### src/rtl/core/acld_pkg.sv
// Shared types, constants and keyword table for the ASCII command line decoder.
// No dependencies; every other file but acld_if imports this package.
`default_nettype none
package acld_pkg;

   localparam int LINE_CAPACITY = 63;
   localparam int LEN_W  = $clog2(LINE_CAPACITY + 1);
   localparam int ADDR_W = $clog2(LINE_CAPACITY);
   localparam int KW_MAX = 11;
   localparam int KW_CNT_W = 4;
   localparam int KW_COUNT = 23;

   localparam logic [7:0] CH_TAB   = 8'h09;
   localparam logic [7:0] CH_LF    = 8'h0A;
   localparam logic [7:0] CH_CR    = 8'h0D;
   localparam logic [7:0] CH_SPACE = 8'h20;
   localparam logic [7:0] CH_PLUS  = 8'h2B;
   localparam logic [7:0] CH_COMMA = 8'h2C;
   localparam logic [7:0] CH_MINUS = 8'h2D;
   localparam logic [7:0] CH_ZERO  = 8'h30;
   localparam logic [7:0] CH_NINE  = 8'h39;
   localparam logic [7:0] CH_COLON = 8'h3A;
   localparam logic [7:0] CH_LT    = 8'h3C;
   localparam logic [7:0] CH_GT    = 8'h3E;
   localparam logic [7:0] CH_LC_A  = 8'h61;
   localparam logic [7:0] CH_LC_Z  = 8'h7A;

   localparam logic [3:0] CMD_UNKNOWN    = 4'd0;
   localparam logic [3:0] CMD_GOTO       = 4'd1;
   localparam logic [3:0] CMD_STEP       = 4'd2;
   localparam logic [3:0] CMD_POS_QUERY  = 4'd3;
   localparam logic [3:0] CMD_SPEED      = 4'd4;
   localparam logic [3:0] CMD_PARK       = 4'd5;
   localparam logic [3:0] CMD_HALT       = 4'd6;
   localparam logic [3:0] CMD_CAL        = 4'd7;
   localparam logic [3:0] CMD_POS_READ   = 4'd8;
   localparam logic [3:0] CMD_MODE_SET   = 4'd9;
   localparam logic [3:0] CMD_MODE_QUERY = 4'd10;
   localparam logic [3:0] CMD_TEMP       = 4'd11;
   localparam logic [3:0] CMD_VOLT       = 4'd12;
   localparam logic [3:0] CMD_STATUS     = 4'd13;

   typedef logic [KW_MAX-1:0][7:0] kw_chars_type;

   // keywords right-aligned in 88 bits
   localparam logic [8*KW_MAX-1:0] KW_WORD [KW_COUNT] = '{
      "MOVE", "MOVETO", "MOVER", "MOVEBY", "POS", "GETPOS", "SPEED", "SETSPEED",
      "HOME", "STOP", "CAL", "CALIBRATE", "READ", "READPOS", "MODE", "SETMODE",
      "GETMODE", "TEMP", "TEMPERATURE", "VOLT", "VOLTAGE", "STATUS", "INFO"};
   localparam logic [KW_CNT_W-1:0] KW_LEN [KW_COUNT] = '{
      4'd4, 4'd6, 4'd5, 4'd6, 4'd3, 4'd6, 4'd5, 4'd8, 4'd4, 4'd4, 4'd3, 4'd9,
      4'd4, 4'd7, 4'd4, 4'd7, 4'd7, 4'd4, 4'd11, 4'd4, 4'd7, 4'd6, 4'd4};
   localparam logic [3:0] KW_CODE [KW_COUNT] = '{
      CMD_GOTO, CMD_GOTO, CMD_STEP, CMD_STEP, CMD_POS_QUERY, CMD_POS_QUERY,
      CMD_SPEED, CMD_SPEED, CMD_PARK, CMD_HALT, CMD_CAL, CMD_CAL, CMD_POS_READ,
      CMD_POS_READ, CMD_MODE_SET, CMD_MODE_SET, CMD_MODE_QUERY, CMD_TEMP, CMD_TEMP,
      CMD_VOLT, CMD_VOLT, CMD_STATUS, CMD_STATUS};

   typedef struct packed {
      logic [3:0]         cmd_code;
      logic               ok;
      logic signed [31:0] pan_value;
      logic signed [31:0] tilt_value;
      logic signed [31:0] speed_value;
      logic signed [31:0] mode_value;
   } rsp_type;

   typedef struct packed {
      logic             wr_en;
      logic             clr;
      logic [7:0]       wr_data;
      logic [ADDR_W-1:0] rd_addr;
   } store_ctrl_type;

   function automatic logic is_ws(input logic [7:0] c);
      return (c == CH_SPACE) || (c >= CH_TAB && c <= CH_CR);
   endfunction

   function automatic logic is_digit(input logic [7:0] c);
      return (c >= CH_ZERO) && (c <= CH_NINE);
   endfunction

   function automatic logic [7:0] to_upper(input logic [7:0] c);
      return (c >= CH_LC_A && c <= CH_LC_Z) ? (c - 8'd32) : c;
   endfunction

   function automatic logic [3:0] kw_lookup(input kw_chars_type kw,
                                            input logic [KW_CNT_W-1:0] len);
      logic [3:0] code;
      logic       hit;
      code = CMD_UNKNOWN;
      for (int k = KW_COUNT - 1; k >= 0; k--) begin
         hit = (len == KW_LEN[k]);
         for (int i = 0; i < KW_MAX; i++) begin
            if (i < int'(KW_LEN[k])) begin
               if (to_upper(kw[i]) != KW_WORD[k][8*(int'(KW_LEN[k])-1-i) +: 8])
                  hit = 1'b0;
            end
         end
         if (hit) code = KW_CODE[k];
      end
      return code;
   endfunction

endpackage
`default_nettype wire

### src/rtl/core/acld_if.sv
// Valid/ready channel interfaces for the request and response sides.
// No dependencies.
`default_nettype none
interface acld_req_if;
   logic       valid;
   logic       ready;
   logic [7:0] rx_byte;
   modport source (output valid, output rx_byte, input ready);
   modport sink   (input valid, input rx_byte, output ready);
endinterface

interface acld_rsp_if;
   logic               valid;
   logic               ready;
   logic [3:0]         cmd_code;
   logic               ok;
   logic signed [31:0] pan_value;
   logic signed [31:0] tilt_value;
   logic signed [31:0] speed_value;
   logic signed [31:0] mode_value;
   modport source (output valid, output cmd_code, output ok, output pan_value,
                   output tilt_value, output speed_value, output mode_value,
                   input ready);
   modport sink   (input valid, input cmd_code, input ok, input pan_value,
                   input tilt_value, input speed_value, input mode_value,
                   output ready);
endinterface
`default_nettype wire

### src/rtl/core/ascii_command_line_decoder_unit.sv
// Top level of the ASCII command line decoder: request handshake, line store,
// scanner and response register. Depends on acld_pkg, acld_if, acld_store, acld_scan.
//
//   channel | dir | payload                                       | handshake
//   req_ch  | in  | rx_byte[7:0]                                  | valid/ready
//   rsp_ch  | out | cmd_code, ok, pan/tilt/speed/mode_value[31:0] | valid/ready
//
// An ordinary byte is stored unless the line is full; '<' clears the line.
// A terminator on a non-empty line starts a scan of the line memory, one
// character per cycle through its read port. req_ch.ready is low after the
// terminator until the response is valid, and for a terminator while one waits.
// Synchronous active-high reset empties the line and drops any pending response.
`default_nettype none
module ascii_command_line_decoder_unit
   import acld_pkg::*;
(
   input  wire logic clock,
   input  wire logic reset,
   acld_req_if.sink   req_ch,
   acld_rsp_if.source rsp_ch
);
   store_ctrl_type   store_ctrl;
   logic [7:0]       rd_data;
   logic [LEN_W-1:0] length;
   logic [ADDR_W-1:0] rd_addr;
   logic             busy, done, is_term, accept, start;
   rsp_type          scan_rsp, rsp_ff;
   logic             rsp_valid_ff, rsp_valid_in;

   assign is_term = (req_ch.rx_byte == CH_LF) || (req_ch.rx_byte == CH_CR) ||
                    (req_ch.rx_byte == CH_GT);
   assign req_ch.ready = !busy && !(is_term && rsp_valid_ff);
   assign accept = req_ch.valid && req_ch.ready;
   assign start  = accept && is_term && (length != '0);

   always_comb begin
      store_ctrl.wr_en   = accept && !is_term && (req_ch.rx_byte != CH_LT);
      store_ctrl.clr     = accept && (is_term || req_ch.rx_byte == CH_LT);
      store_ctrl.wr_data = req_ch.rx_byte;
      store_ctrl.rd_addr = rd_addr;
   end

   acld_store u_store (
      .clock(clock), .reset(reset), .ctrl_i(store_ctrl),
      .rd_data_o(rd_data), .length_o(length)
   );

   acld_scan u_scan (
      .clock(clock), .reset(reset), .start_i(start), .len_i(length),
      .rd_data_i(rd_data), .rd_addr_o(rd_addr), .busy_o(busy),
      .done_o(done), .rsp_o(scan_rsp)
   );

   assign rsp_valid_in = done || (rsp_valid_ff && !rsp_ch.ready);

   always_ff @(posedge clock) begin
      if (reset) rsp_valid_ff <= 1'b0;
      else       rsp_valid_ff <= rsp_valid_in;
      if (done) rsp_ff <= scan_rsp;
   end

   assign rsp_ch.valid       = rsp_valid_ff;
   assign rsp_ch.cmd_code    = rsp_ff.cmd_code;
   assign rsp_ch.ok          = rsp_ff.ok;
   assign rsp_ch.pan_value   = rsp_ff.pan_value;
   assign rsp_ch.tilt_value  = rsp_ff.tilt_value;
   assign rsp_ch.speed_value = rsp_ff.speed_value;
   assign rsp_ch.mode_value  = rsp_ff.mode_value;
endmodule
`default_nettype wire

### src/rtl/core/acld_store.sv
// Line store: character memory with registered read and the fill count.
// Depends on acld_pkg.
`default_nettype none
module acld_store
   import acld_pkg::*;
(
   input  wire logic             clock,
   input  wire logic             reset,
   input  wire store_ctrl_type   ctrl_i,
   output logic [7:0]            rd_data_o,
   output logic [LEN_W-1:0]      length_o
);
   logic [7:0]       mem [LINE_CAPACITY];
   logic [7:0]       rd_data_ff;
   logic [LEN_W-1:0] length_ff, length_in;
   logic             do_wr;

   assign do_wr = ctrl_i.wr_en && (length_ff < LEN_W'(LINE_CAPACITY));

   always_comb begin
      length_in = length_ff;
      if (ctrl_i.clr) length_in = '0;
      else if (do_wr) length_in = length_ff + 1'b1;
   end

   always_ff @(posedge clock) begin
      if (do_wr && !ctrl_i.clr) mem[length_ff[ADDR_W-1:0]] <= ctrl_i.wr_data;
      rd_data_ff <= mem[ctrl_i.rd_addr];
   end

   always_ff @(posedge clock) begin
      if (reset) length_ff <= '0;
      else       length_ff <= length_in;
   end

   assign rd_data_o = rd_data_ff;
   assign length_o  = length_ff;
endmodule
`default_nettype wire

### src/rtl/core/acld_scan.sv
// Line scanner: reads the stored line once, trims and matches the keyword,
// parses up to two integer parameters. Depends on acld_pkg.
`default_nettype none
module acld_scan
   import acld_pkg::*;
(
   input  wire logic             clock,
   input  wire logic             reset,
   input  wire logic             start_i,
   input  wire logic [LEN_W-1:0] len_i,
   input  wire logic [7:0]       rd_data_i,
   output logic [ADDR_W-1:0]     rd_addr_o,
   output logic                  busy_o,
   output logic                  done_o,
   output rsp_type               rsp_o
);
   typedef enum logic [1:0] {S_IDLE, S_READ, S_MATCH, S_EMIT} state_type;
   typedef enum logic [1:0] {P_WS, P_DIG, P_DONE} phase_type;

   state_type            state_ff, state_in;
   logic [LEN_W-1:0]     idx_ff, idx_in, len_ff, len_in;
   logic                 dvld_ff, dvld_in;
   logic                 colon_ff, colon_in, ptext_ff, ptext_in;
   logic                 kw_go_ff, kw_go_in, kw_long_ff, kw_long_in;
   logic [KW_CNT_W-1:0]  kw_cnt_ff, kw_cnt_in, kw_len_ff, kw_len_in;
   kw_chars_type         kw_ff, kw_in;
   logic [1:0]           field_ff, field_in;
   phase_type            phase_ff, phase_in;
   logic                 neg_ff, neg_in;
   logic [31:0]          mag_ff, mag_in, v0_ff, v0_in, v1_ff, v1_in, cur_val;
   logic [3:0]           code_ff, code_in;
   rsp_type              rsp_ff, rsp_in;
   logic                 done_ff, done_in;
   logic [35:0]          mag_next;
   logic [7:0]           c;

   assign c        = rd_data_i;
   assign mag_next = {mag_ff, 3'b000} + {3'b000, mag_ff, 1'b0} + {28'd0, c - CH_ZERO};
   assign cur_val  = neg_ff ? (32'd0 - mag_ff)
                            : (mag_ff[31] ? 32'h7FFF_FFFF : mag_ff);

   always_comb begin
      state_in = state_ff; idx_in = idx_ff; len_in = len_ff; dvld_in = 1'b0;
      colon_in = colon_ff; ptext_in = ptext_ff; kw_go_in = kw_go_ff;
      kw_long_in = kw_long_ff; kw_cnt_in = kw_cnt_ff; kw_len_in = kw_len_ff;
      kw_in = kw_ff; field_in = field_ff; phase_in = phase_ff; neg_in = neg_ff;
      mag_in = mag_ff; v0_in = v0_ff; v1_in = v1_ff; code_in = code_ff;
      rsp_in = rsp_ff; done_in = 1'b0;
      case (state_ff)
         S_IDLE: begin
            if (start_i) begin
               state_in = S_READ; idx_in = '0; len_in = len_i;
               colon_in = 1'b0; ptext_in = 1'b0; kw_go_in = 1'b0;
               kw_long_in = 1'b0; kw_cnt_in = '0; kw_len_in = '0;
               field_in = '0; phase_in = P_WS; neg_in = 1'b0; mag_in = '0;
               v0_in = '0; v1_in = '0;
            end
         end
         S_READ: begin
            if (idx_ff < len_ff) begin
               idx_in  = idx_ff + 1'b1;
               dvld_in = 1'b1;
            end else if (!dvld_ff) begin
               state_in = S_MATCH;
            end
            if (dvld_ff) begin
               if (!colon_ff) begin
                  if (c == CH_COLON) begin
                     colon_in = 1'b1;
                  end else if (kw_go_ff || !is_ws(c)) begin
                     kw_go_in = 1'b1;
                     if (kw_cnt_ff < KW_CNT_W'(KW_MAX)) kw_in[kw_cnt_ff] = c;
                     if (!is_ws(c)) begin
                        if (kw_cnt_ff >= KW_CNT_W'(KW_MAX)) kw_long_in = 1'b1;
                        else kw_len_in = kw_cnt_ff + 1'b1;
                     end
                     if (kw_cnt_ff <= KW_CNT_W'(KW_MAX)) kw_cnt_in = kw_cnt_ff + 1'b1;
                  end
               end else begin
                  ptext_in = 1'b1;
                  if (c == CH_COMMA) begin
                     if (field_ff == 2'd0) v0_in = cur_val;
                     if (field_ff == 2'd1) v1_in = cur_val;
                     if (field_ff != 2'd2) field_in = field_ff + 1'b1;
                     phase_in = P_WS; neg_in = 1'b0; mag_in = '0;
                  end else begin
                     case (phase_ff)
                        P_WS: begin
                           if (is_digit(c)) begin
                              phase_in = P_DIG; mag_in = {28'd0, c[3:0]};
                           end else if (c == CH_PLUS || c == CH_MINUS) begin
                              phase_in = P_DIG; neg_in = (c == CH_MINUS);
                           end else if (!is_ws(c)) begin
                              phase_in = P_DONE;
                           end
                        end
                        P_DIG: begin
                           if (is_digit(c)) begin
                              mag_in = (mag_next > 36'h0_8000_0000) ? 32'h8000_0000
                                                                    : mag_next[31:0];
                           end else begin
                              phase_in = P_DONE;
                           end
                        end
                        default: ;
                     endcase
                  end
               end
            end
         end
         S_MATCH: begin
            if (field_ff == 2'd0) v0_in = cur_val;
            if (field_ff == 2'd1) v1_in = cur_val;
            code_in  = kw_long_ff ? CMD_UNKNOWN : kw_lookup(kw_ff, kw_len_ff);
            state_in = S_EMIT;
         end
         S_EMIT: begin
            rsp_in = '0;
            rsp_in.cmd_code = code_ff;
            case (code_ff)
               CMD_GOTO, CMD_STEP: begin
                  if (ptext_ff) begin
                     rsp_in.ok = 1'b1; rsp_in.pan_value = v0_ff; rsp_in.tilt_value = v1_ff;
                  end
               end
               CMD_SPEED: begin rsp_in.ok = 1'b1; rsp_in.speed_value = v0_ff; end
               CMD_MODE_SET: begin rsp_in.ok = 1'b1; rsp_in.mode_value = v0_ff; end
               CMD_UNKNOWN: rsp_in.ok = 1'b0;
               default: rsp_in.ok = 1'b1;
            endcase
            done_in  = 1'b1;
            state_in = S_IDLE;
         end
         default: state_in = S_IDLE;
      endcase
   end

   always_ff @(posedge clock) begin
      if (reset) begin
         state_ff <= S_IDLE;
         dvld_ff  <= 1'b0;
         done_ff  <= 1'b0;
      end else begin
         state_ff <= state_in;
         dvld_ff  <= dvld_in;
         done_ff  <= done_in;
      end
      idx_ff <= idx_in; len_ff <= len_in; colon_ff <= colon_in; ptext_ff <= ptext_in;
      kw_go_ff <= kw_go_in; kw_long_ff <= kw_long_in; kw_cnt_ff <= kw_cnt_in;
      kw_len_ff <= kw_len_in; kw_ff <= kw_in; field_ff <= field_in;
      phase_ff <= phase_in; neg_ff <= neg_in; mag_ff <= mag_in;
      v0_ff <= v0_in; v1_ff <= v1_in; code_ff <= code_in; rsp_ff <= rsp_in;
   end

   assign rd_addr_o = idx_ff[ADDR_W-1:0];
   assign busy_o    = (state_ff != S_IDLE) || done_ff;
   assign done_o    = done_ff;
   assign rsp_o     = rsp_ff;

   a_start_idle: assert property (@(posedge clock) disable iff (reset)
      start_i |-> state_ff == S_IDLE) else $error("scan start while busy");
   a_done_after_emit: assert property (@(posedge clock) disable iff (reset)
      done_o |-> $past(state_ff) == S_EMIT) else $error("done without emit");
   a_read_in_line: assert property (@(posedge clock) disable iff (reset)
      dvld_in |-> idx_ff < len_ff) else $error("read past line end");
   a_kw_len_bound: assert property (@(posedge clock) disable iff (reset)
      state_ff == S_MATCH |-> kw_len_ff <= KW_CNT_W'(KW_MAX)) else $error("keyword length");
endmodule
`default_nettype wire

### src/flat_wrapper.sv
// flat-port wrapper written by rule: the top's interface ports become plain ports
module ascii_command_line_decoder_unit_flat import acld_pkg::*;
  (clock, reset, req_ch_valid, req_ch_rx_byte, req_ch_ready, rsp_ch_valid, rsp_ch_cmd_code, rsp_ch_ok, rsp_ch_pan_value, rsp_ch_tilt_value, rsp_ch_speed_value, rsp_ch_mode_value, rsp_ch_ready);
  acld_req_if req_ch_i ();
  acld_rsp_if rsp_ch_i ();
  input  wire logic clock;
  input  wire logic reset;
  input wire logic [$bits(req_ch_i.valid)-1:0] req_ch_valid;
  input wire logic [$bits(req_ch_i.rx_byte)-1:0] req_ch_rx_byte;
  output wire logic [$bits(req_ch_i.ready)-1:0] req_ch_ready;
  output wire logic [$bits(rsp_ch_i.valid)-1:0] rsp_ch_valid;
  output wire logic [$bits(rsp_ch_i.cmd_code)-1:0] rsp_ch_cmd_code;
  output wire logic [$bits(rsp_ch_i.ok)-1:0] rsp_ch_ok;
  output wire logic [$bits(rsp_ch_i.pan_value)-1:0] rsp_ch_pan_value;
  output wire logic [$bits(rsp_ch_i.tilt_value)-1:0] rsp_ch_tilt_value;
  output wire logic [$bits(rsp_ch_i.speed_value)-1:0] rsp_ch_speed_value;
  output wire logic [$bits(rsp_ch_i.mode_value)-1:0] rsp_ch_mode_value;
  input wire logic [$bits(rsp_ch_i.ready)-1:0] rsp_ch_ready;
  assign req_ch_i.valid = req_ch_valid;
  assign req_ch_i.rx_byte = req_ch_rx_byte;
  assign req_ch_ready = req_ch_i.ready;
  assign rsp_ch_valid = rsp_ch_i.valid;
  assign rsp_ch_cmd_code = rsp_ch_i.cmd_code;
  assign rsp_ch_ok = rsp_ch_i.ok;
  assign rsp_ch_pan_value = rsp_ch_i.pan_value;
  assign rsp_ch_tilt_value = rsp_ch_i.tilt_value;
  assign rsp_ch_speed_value = rsp_ch_i.speed_value;
  assign rsp_ch_mode_value = rsp_ch_i.mode_value;
  assign rsp_ch_i.ready = rsp_ch_ready;
  ascii_command_line_decoder_unit u_core (.clock(clock), .reset(reset), .req_ch(req_ch_i), .rsp_ch(rsp_ch_i));
endmodule
### config.mk
export PLATFORM = sky130hd
export DESIGN_NAME = ascii_command_line_decoder_unit_flat
export DESIGN_NICKNAME = d
export VERILOG_FILES = /design/src/rtl/core/acld_pkg.sv /design/src/rtl/core/acld_if.sv /design/src/rtl/core/ascii_command_line_decoder_unit.sv /design/src/rtl/core/acld_store.sv /design/src/rtl/core/acld_scan.sv /design/src/flat_wrapper.sv
export SDC_FILE = /design/constraint.sdc
export NUM_CORES = 1
export LEC_CHECK = 0
export BUFFER_PORTS_ARGS = -buffer_cell sky130_fd_sc_hd__buf_2
export CAP_MARGIN = 20
export CORE_MARGIN = 5
export CORE_UTILIZATION = 31
export CTS_BUF_LIST = sky130_fd_sc_hd__clkbuf_8
export DETAILED_ROUTE_END_ITERATION = 10
export MAX_ROUTING_LAYER = met4
export PLACE_DENSITY = 0.53
export SYNTH_ARGS = -nofsm -noshare
export SYNTH_HDL_FRONTEND = slang
export SYNTH_SLANG_ARGS = --single-unit
export TNS_END_PERCENT = 1
### constraint.sdc
create_clock -name clock -period 10.3 [get_ports clock]
set_input_delay 1.545 -clock clock [delete_from_list [all_inputs] [get_ports clock]]
set_output_delay 1.545 -clock clock [all_outputs]
set_load 0.02 [all_outputs]
==> flow_metrics.tcl, run 1 <==
set metrics [dict create \
    rsz0062_at_grt "no" \
    grt_pass1_vias 23700 \
    drive_gt1_share_pct 20.4 \
    crit_path_end_kind "register" \
    synth_fp_nets 2763 \
    multi_input_area_um2 12300 \
    grt.total_usage_pct 13.9 \
    viasPerCell 4.94 \
    clk_latency_ns 0.89 \
    syn_area_um2 43000 \
    routed_wl_um 99600 \
    die_h_um 383 \
    port_buffers 146 \
    grt-ovfl-total 0 \
    synth_edf_count 987 \
    synthAdderAreaFrac_pct 3.04 \
    grt_pass1_wl_um 152000 \
    synthCells 2650 \
    post-route-period-util_pct 51.5 \
    worst-r2r-cell-count 15 \
    drc 0 \
    hold_path_class "reg -> reg" \
    grt_max_degree 99 \
    final_common_cell "edfxtp_1" \
    fp-row-count 136 \
    antenna_found_initial 4 \
    area_delta_synth_final_pct 14.4 \
    synth_seq_area_share_pct 69.8 \
    htree_levels 4 \
    peakVddDrop_mv 0.154 \
    ctsResizeCount 0 \
    synthFlopType "edfxtp_1" \
    tns_ns 0 \
    yosysWarnings 0 \
    synth.area.mux_share_pct 9.79 \
    dp_slack_ns 4.34 \
    clk_pin_slew_worst_paths_ns 0.06 \
    outcome "finished clean" \
    nNetsFinal 3002 \
    synth-simple-area-share_pct 9.87 \
    cts_setup_buffers 0 \
    drv_slew 0 \
    ys_seq_elements 1006 \
    num_io_pins 147 \
    dp_hpwl_um 63500 \
    nFillCells 13000 \
    first_iter_violations 1713 \
    max_slew_margin_pct 28.9 \
    yosysUniqueCellTypes 84 \
    cts_hold_buf 0 \
    p_leak_nw 16.4 \
    synth_top_family_by_area "simple AND/OR/NAND/NOR gates" \
    tightest_slew_ns 1.07 \
    cp_data_arrival_time_ns 5.98 \
    setup_slack_ns 5.00 \
    report.final.hold_viol_count 0 \
    fin_crit_ns 5.30 \
    gp_congestion 0.815 \
    final.setup_skew_ns 0.0528 \
    layout_common_cells "edfxtp_1 (987), clkbuf_8 (169), nor2_1 (159), mux4_2 (158), and2_1 (154)" \
    cp_max_fo 21 \
    ant_nets 0 \
    cts_sinks 1006 \
    synth_xor_area_share_pct 0.855 \
    fp.dieW_um 383 \
    numCtsBuffers 167 \
    synth_compound_area_share_pct 4.91 \
    crit_type "reg -> reg" \
    start_util_pct 31.2 \
    coreArea_um2 138000 \
    finalSetupViolations 0 \
    synthArstFlopShare_pct 0 \
    seqCellArea_um2 30000 \
    maxCapViolations 0 \
    clockRootBuffer "clkbuf_8" \
    syn_avg_cell_area_um2 16.2 \
    wl_per_cell_um 20.7 \
    cts_buffer_depth 3 \
    cellPowerDensity_nw_per_um2 226 \
    whs_path_depth 0 \
    cts_tree "done" \
    drt_first_pass_iters 5 \
    fmax_ghz 0.189 \
    required_ns 10.98 \
    start_kind "register" \
    die-area_um2 146000 \
    vias 23800 \
]
## layer usage
metal | GRT usage (%) | vias up | wire length, um
met5 | - | - | 0
met2 | 20.7 | 739 | 45100
met1 | 19.4 | 12000 | 47000
met4 | 4.07 | 0 | 2060
li1 | - | 10900 | -
met3 | 2.60 | 144 | 5440
## critical path: stages, from the launching register on
cell and delay (ns):
dfxtp_1 0.79, a21oi_1 0.17, xnor2_1 0.20, fa_1 0.57
inv_1 0.04, ha_1 0.40, nand2_1 0.14, a2111oi_0 0.68
nand2_1 0.27, o211ai_1 0.25, a311o_1 0.21, o2111ai_1 0.17
nor4_1 0.45, a31oi_2 0.23, buf_4 0.29, nor4_1 0.24
## report_power, final
group	internal [W]	switching, W	leakage (nW)
Combinational	0.00103	0.00164	5.47
Sequential	0.00477	0.000218	9.04
Clock	0.00176	0.00169	1.88
## logic make-up after synthesis
kind of cell,count (synthesis)
AO/OA/AOI/OAI,319
buffers and inverters,195
AND/OR/NAND/NOR,764
XOR/XNOR,42
adder cells (fa/ha/maj),101
flip-flops,1006
multiplexers,223
## synthesized netlist by cell type, types with 10 or more instances
library cell	count	area [um2]
a211oi_1	15	113
a21o_1	24	180
a21oi_1	83	415
a31oi_1	28	175
and2_1	154	963
and3_1	14	87.6
buf_1	22	82.6
clkbuf_1	89	334
dfxtp_1	19	380
edfxtp_1	987	29600
ha_1	95	1190
inv_1	77	289
mux2i_1	64	641
mux4_2	158	3560
nand2_1	113	424
nand2b_1	20	125
nand3_1	37	185
nand4_1	26	163
nor2_1	159	597
nor2b_1	72	450
nor3_1	39	195
nor3_2	16	160
nor3b_1	10	75.1
nor4_1	24	150
nor4b_1	10	87.6
o211ai_1	11	82.6
o21ai_0	63	315
or3_1	17	106
xnor2_1	20	175
xor2_1	22	193
## state kept, by name, indices dropped and copies added (netlist names), 6 cells and up
name / flops
u_core.u_store.mem: 504
u_core.u_scan.rsp_o: 133
u_core.u_scan.kw_ff: 88
u_core.rsp_ch.mode_value: 32
u_core.rsp_ch.pan_value: 32
u_core.rsp_ch.speed_value: 32
u_core.rsp_ch.tilt_value: 32
u_core.u_scan.mag_ff: 32
u_core.u_scan.v0_ff: 32
u_core.u_scan.v1_ff: 32
u_core.u_store.rd_data_o: 8
u_core.u_scan.len_ff: 6
u_core.u_scan.rd_addr_o: 6
u_core.u_store.length_o: 6
## path summary, 6_finish.rpt
kind                                                          endpoint                             startpoint  slack, ns
worst min-delay path            u_core.rsp_ch.tilt_value[12]$_DFFE_PP_  u_core.u_scan.rsp_o[76]$_SDFFCE_PN0P_       0.40
worst min register to register  u_core.rsp_ch.tilt_value[12]$_DFFE_PP_  u_core.u_scan.rsp_o[76]$_SDFFCE_PN0P_       0.40
worst max register to register   u_core.u_scan.mag_ff[9]$_SDFFCE_PP0P_    u_core.u_store.rd_data_o[5]$_DFF_P_       5.00
worst max-delay path             u_core.u_scan.mag_ff[9]$_SDFFCE_PP0P_    u_core.u_store.rd_data_o[5]$_DFF_P_       5.00
## area by class of cell
type / count / share of cell area (%)
sequential: 1006 / 61.0
inverter: 77 / 0.587
clock buffer: 169 / 4.73
antenna: 2 / 0.0102
timing repair buffer: 188 / 2.15
tap: 1794 / 4.56
multi-input combinational: 1449 / 25.0
clock inverter: 137 / 1.99
## stage by stage
| stage | hold WS, ns | cells | util (%) | total power (W) | cell area, um2 |
|---|---|---|---|---|---|
| floorplan | 0.400 | 2650 | - | 0.00694 | 43000 |
| global placement | 0.401 | 4513 | 33.3 | 0.00777 | 45900 |
| detailed placement | 0.405 | 4513 | 33.3 | 0.00777 | 45900 |
| CTS | 0.396 | 4819 | 35.7 | 0.0113 | 49200 |
| global route | 0.396 | 4822 | 35.8 | 0.0117 | 49200 |
| finish | 0.396 | 4822 | 35.8 | 0.0111 | 49200 |
Power figures use the tool's default switching activity.
==> inputs of run 2 (changes only) <==
- ABC_AREA: unset -> 1
- clock period: 10.3 -> 5.3 ns (I/O delays scaled with it)
==> run 2 against run 1 <==
Count of clock-buffer cells in the layout up 9. First-iteration DRC count grew 44%. Power increased by 110%. Combinational power grew to 2.5 times the previous value. Worst hold slack worse by 0.18 ns. Global-route usage increased by 1.8 points. Die area up 1.7%. Sequential share of layout area down 1.5 points. Clock skew up 0.0018 ns. Non-clock buffer count grew 71. Critical path depth up 5.
==> flow_metrics.tcl, run 2 <==
set metrics [dict create \
    outcome "finished clean" \
    grt_pass1_wl_um 174000 \
    cts_tree "done" \
    grt_max_degree 140 \
    p_sw_w 0.00844 \
    antenna_found_initial 1 \
    num_io_pins 147 \
    dp_hpwl_um 75800 \
    required_ns 5.99 \
    tightest_slew_ns 0.956 \
    synth_common_cells "edfxtp_1 (987), nor2_1 (701), nand2_1 (421)" \
    clk_latency_ns 0.87 \
    grt_pass1_vias 28900 \
    max_slew_margin_pct 36.2 \
    port_buffers 146 \
    power_frac_clock_pct 27.9 \
    synthCells 3877 \
    cp_data_arrival_time_ns 4.90 \
    ctsResizeCount 0 \
    start_util_pct 31.3 \
    p_leak_nw 18.9 \
    p_sw_share_pct 36.4 \
    vias 29600 \
    yosysWarnings 0 \
    synth.area.mux_share_pct 0 \
    tns_ns 0 \
    p_int_w 0.0148 \
    maxCapViolations 0 \
    synthFlopType "edfxtp_1" \
    coreArea_um2 140000 \
    ys_seq_elements 1006 \
    final.setup_skew_ns 0.0546 \
    synth_edf_count 987 \
    cts_setup_buffers 0 \
    viasPerCell 4.80 \
    synth_seq_area_share_pct 68.6 \
    drive_gt1_share_pct 11.8 \
    synth_top_area_share_pct 67.7 \
    nNetsFinal 4272 \
    synth_fp_nets 3990 \
    grt.total_usage_pct 15.7 \
    fp-row-count 137 \
    fin_crit_ns 4.21 \
    largest_register_ffs 504 \
    die-area_um2 149000 \
    cts_hold_buf 0 \
    pwr-share-seq_pct 43.1 \
    start_kind "register" \
    final_common_cell "edfxtp_1" \
    clockRootBuffer "clkbuf_8" \
    dp_cells 5864 \
    finalNonFillerCells 6177 \
    drv_slew 0 \
    wl_per_cell_um 18.7 \
    area_delta_synth_final_pct 15.3 \
    gp_congestion 0.882 \
    r2r_start "u_core.u_store.rd_data_o[5]$_DFF_P_" \
    post-route-period-util_pct 79.4 \
    synth_top_area_cell "edfxtp_1" \
    cts_sinks 1006 \
    peakVddDrop_mv 0.329 \
    synthTopCellsByArea "edfxtp_1 (68%), nor2_1 (6.0%), o21ai_0 (4.7%)" \
    die_h_um 386 \
    layout_common_cells "edfxtp_1 (987), nor2_1 (698), inv_1 (470), nand2_1 (421), o21ai_0 (411)" \
    syn_avg_cell_area_um2 11.3 \
    numCtsBuffers 166 \
    min_from "rsp_ch_ready" \
    drc 0 \
    synthArstFlopShare_pct 0 \
    combPwrFrac_pct 29.0 \
    fp.dieW_um 386 \
    startpoint "u_core.u_store.rd_data_o[5]$_DFF_P_" \
    routed_wl_um 116000 \
    clk_pin_slew_worst_paths_ns 0.06 \
    yosysMostFrequentCell "edfxtp_1" \
    cp_max_fo 25 \
    synth_compound_area_share_pct 9.35 \
    fmax_ghz 0.237 \
    r2r_slack_ns 1.09 \
    hold_path_class "in -> reg" \
    synthAdderAreaFrac_pct 2.99 \
    crit_type "reg -> reg" \
    rsz0062_at_grt "no" \
    htree_levels 4 \
    first_iter_violations 2468 \
    drt_first_pass_iters 6 \
    finalSetupViolations 0 \
    yosysUniqueCellTypes 52 \
    syn_area_um2 43800 \
    cts_buffer_depth 3 \
    synth-simple-area-share_pct 13.8 \
    report.final.hold_viol_count 0 \
    cellPowerDensity_nw_per_um2 460 \
    synth_xor_area_share_pct 0.400 \
    ant_nets 0 \
    grt-ovfl-total 0 \
    crit_path_end_kind "register" \
    synth_top_family_by_area "simple AND/OR/NAND/NOR gates" \
]
==> run 2: cell count changes after synthesis, sizes merged, moves of 64 or more <==
cell / delta
and2: -152
inv: +339
mux2i: -64
mux4: -158
nand2: +316
nand3: +122
nor2: +546
nor2b: -72
o21ai: +349
o22ai: +72
==> run 2: path summary, 6_finish.rpt <==
check | endpoint | cells after the start
min | u_core.rsp_ch.valid$_SDFF_PP0_ | 4
max | u_core.u_scan.mag_ff[20]$_SDFFCE_PP0P_ | 20
max reg2reg | u_core.u_scan.mag_ff[20]$_SDFFCE_PP0P_ | 20
min reg2reg | u_core.rsp_ch.tilt_value[4]$_DFFE_PP_ | 0
==> run 2: routing by layer <==
metal | part of all wire (%) | up-vias | wire length [um] | global-route usage [%]
li1 | - | 14300 | - | -
met1 | 45 | 14200 | 52200 | 20.8
met2 | 45 | 969 | 52500 | 24.0
met3 | 7.3 | 181 | 8440 | 3.72
met4 | 2.2 | 0 | 2550 | 4.55
met5 | 0 | - | 0 | -
==> run 2: cell families after synthesis <==
family / after synthesis
adder cells (fa/ha/maj): 101
buffers and inverters: 562
XOR/XNOR: 20
AND/OR/NAND/NOR: 1455
flip-flops: 1006
AO/OA/AOI/OAI: 733
==> run 2: metrics by stage <==
stage	hold WS [ns]	utilization [%]	cell area [um2]	setup WS, ns	total power (W)
final	0.215	36.1	50500	1.09	0.0232
after global placement	0.402	33.8	47200	1.18	0.0169
after floorplan	0.400	-	43800	0.0466	0.0144
after detailed placement	0.405	33.8	47200	1.12	0.0169
after CTS	0.124	36.0	50400	1.08	0.0234
after global routing	0.185	36.1	50500	0.712	0.0247
==> run 2: layout make-up <==
cell class                      instances  area, um2
Sequential cell                      1006      30000
Clock inverter                        129        704
Multi-Input combinational cell       2309      11700
Tap cell                             1876       2350
Clock buffer                          178       2450
Timing Repair Buffer                  259       1700
Fill cell                           13900      89400
Antenna cell                            3       7.51
Inverter                              417       1570
==> run 2: worst max-delay path, cell delays in order, from the launching register on <==
cell     delay (ns)
dfxtp_1        0.68
ha_1           0.32
xor2_1         0.12
fa_1           0.57
inv_1          0.05
ha_1           0.33
a21oi_1        0.24
nor2_1         0.08
nor2_1         0.11
nand2_2        0.11
nand3_1        0.11
nand2_1        0.08
nand2_1        0.09
nand2_1        0.07
nand3_1        0.07
nand3_1        0.09
nor2_1         0.22
nand4_1        0.19
nand2_2        0.14
nand2_4        0.20
nor2_1         0.18
==> run 2: power by group through the flow <==
| stage | combinational [W] | clock, W | sequential, W |
|---|---|---|---|
| 3_3_place_gp | 0.00673 | 0 | 0.0102 |
| 3_5_place_dp | 0.00671 | 0 | 0.0102 |
| 2_1_floorplan | 0.00437 | 0 | 0.0100 |
| 4_1_cts | 0.00674 | 0.00664 | 0.0100 |
| 5_1_grt | 0.00756 | 0.00703 | 0.0101 |
| 6_report | 0.00672 | 0.00646 | 0.0100 |
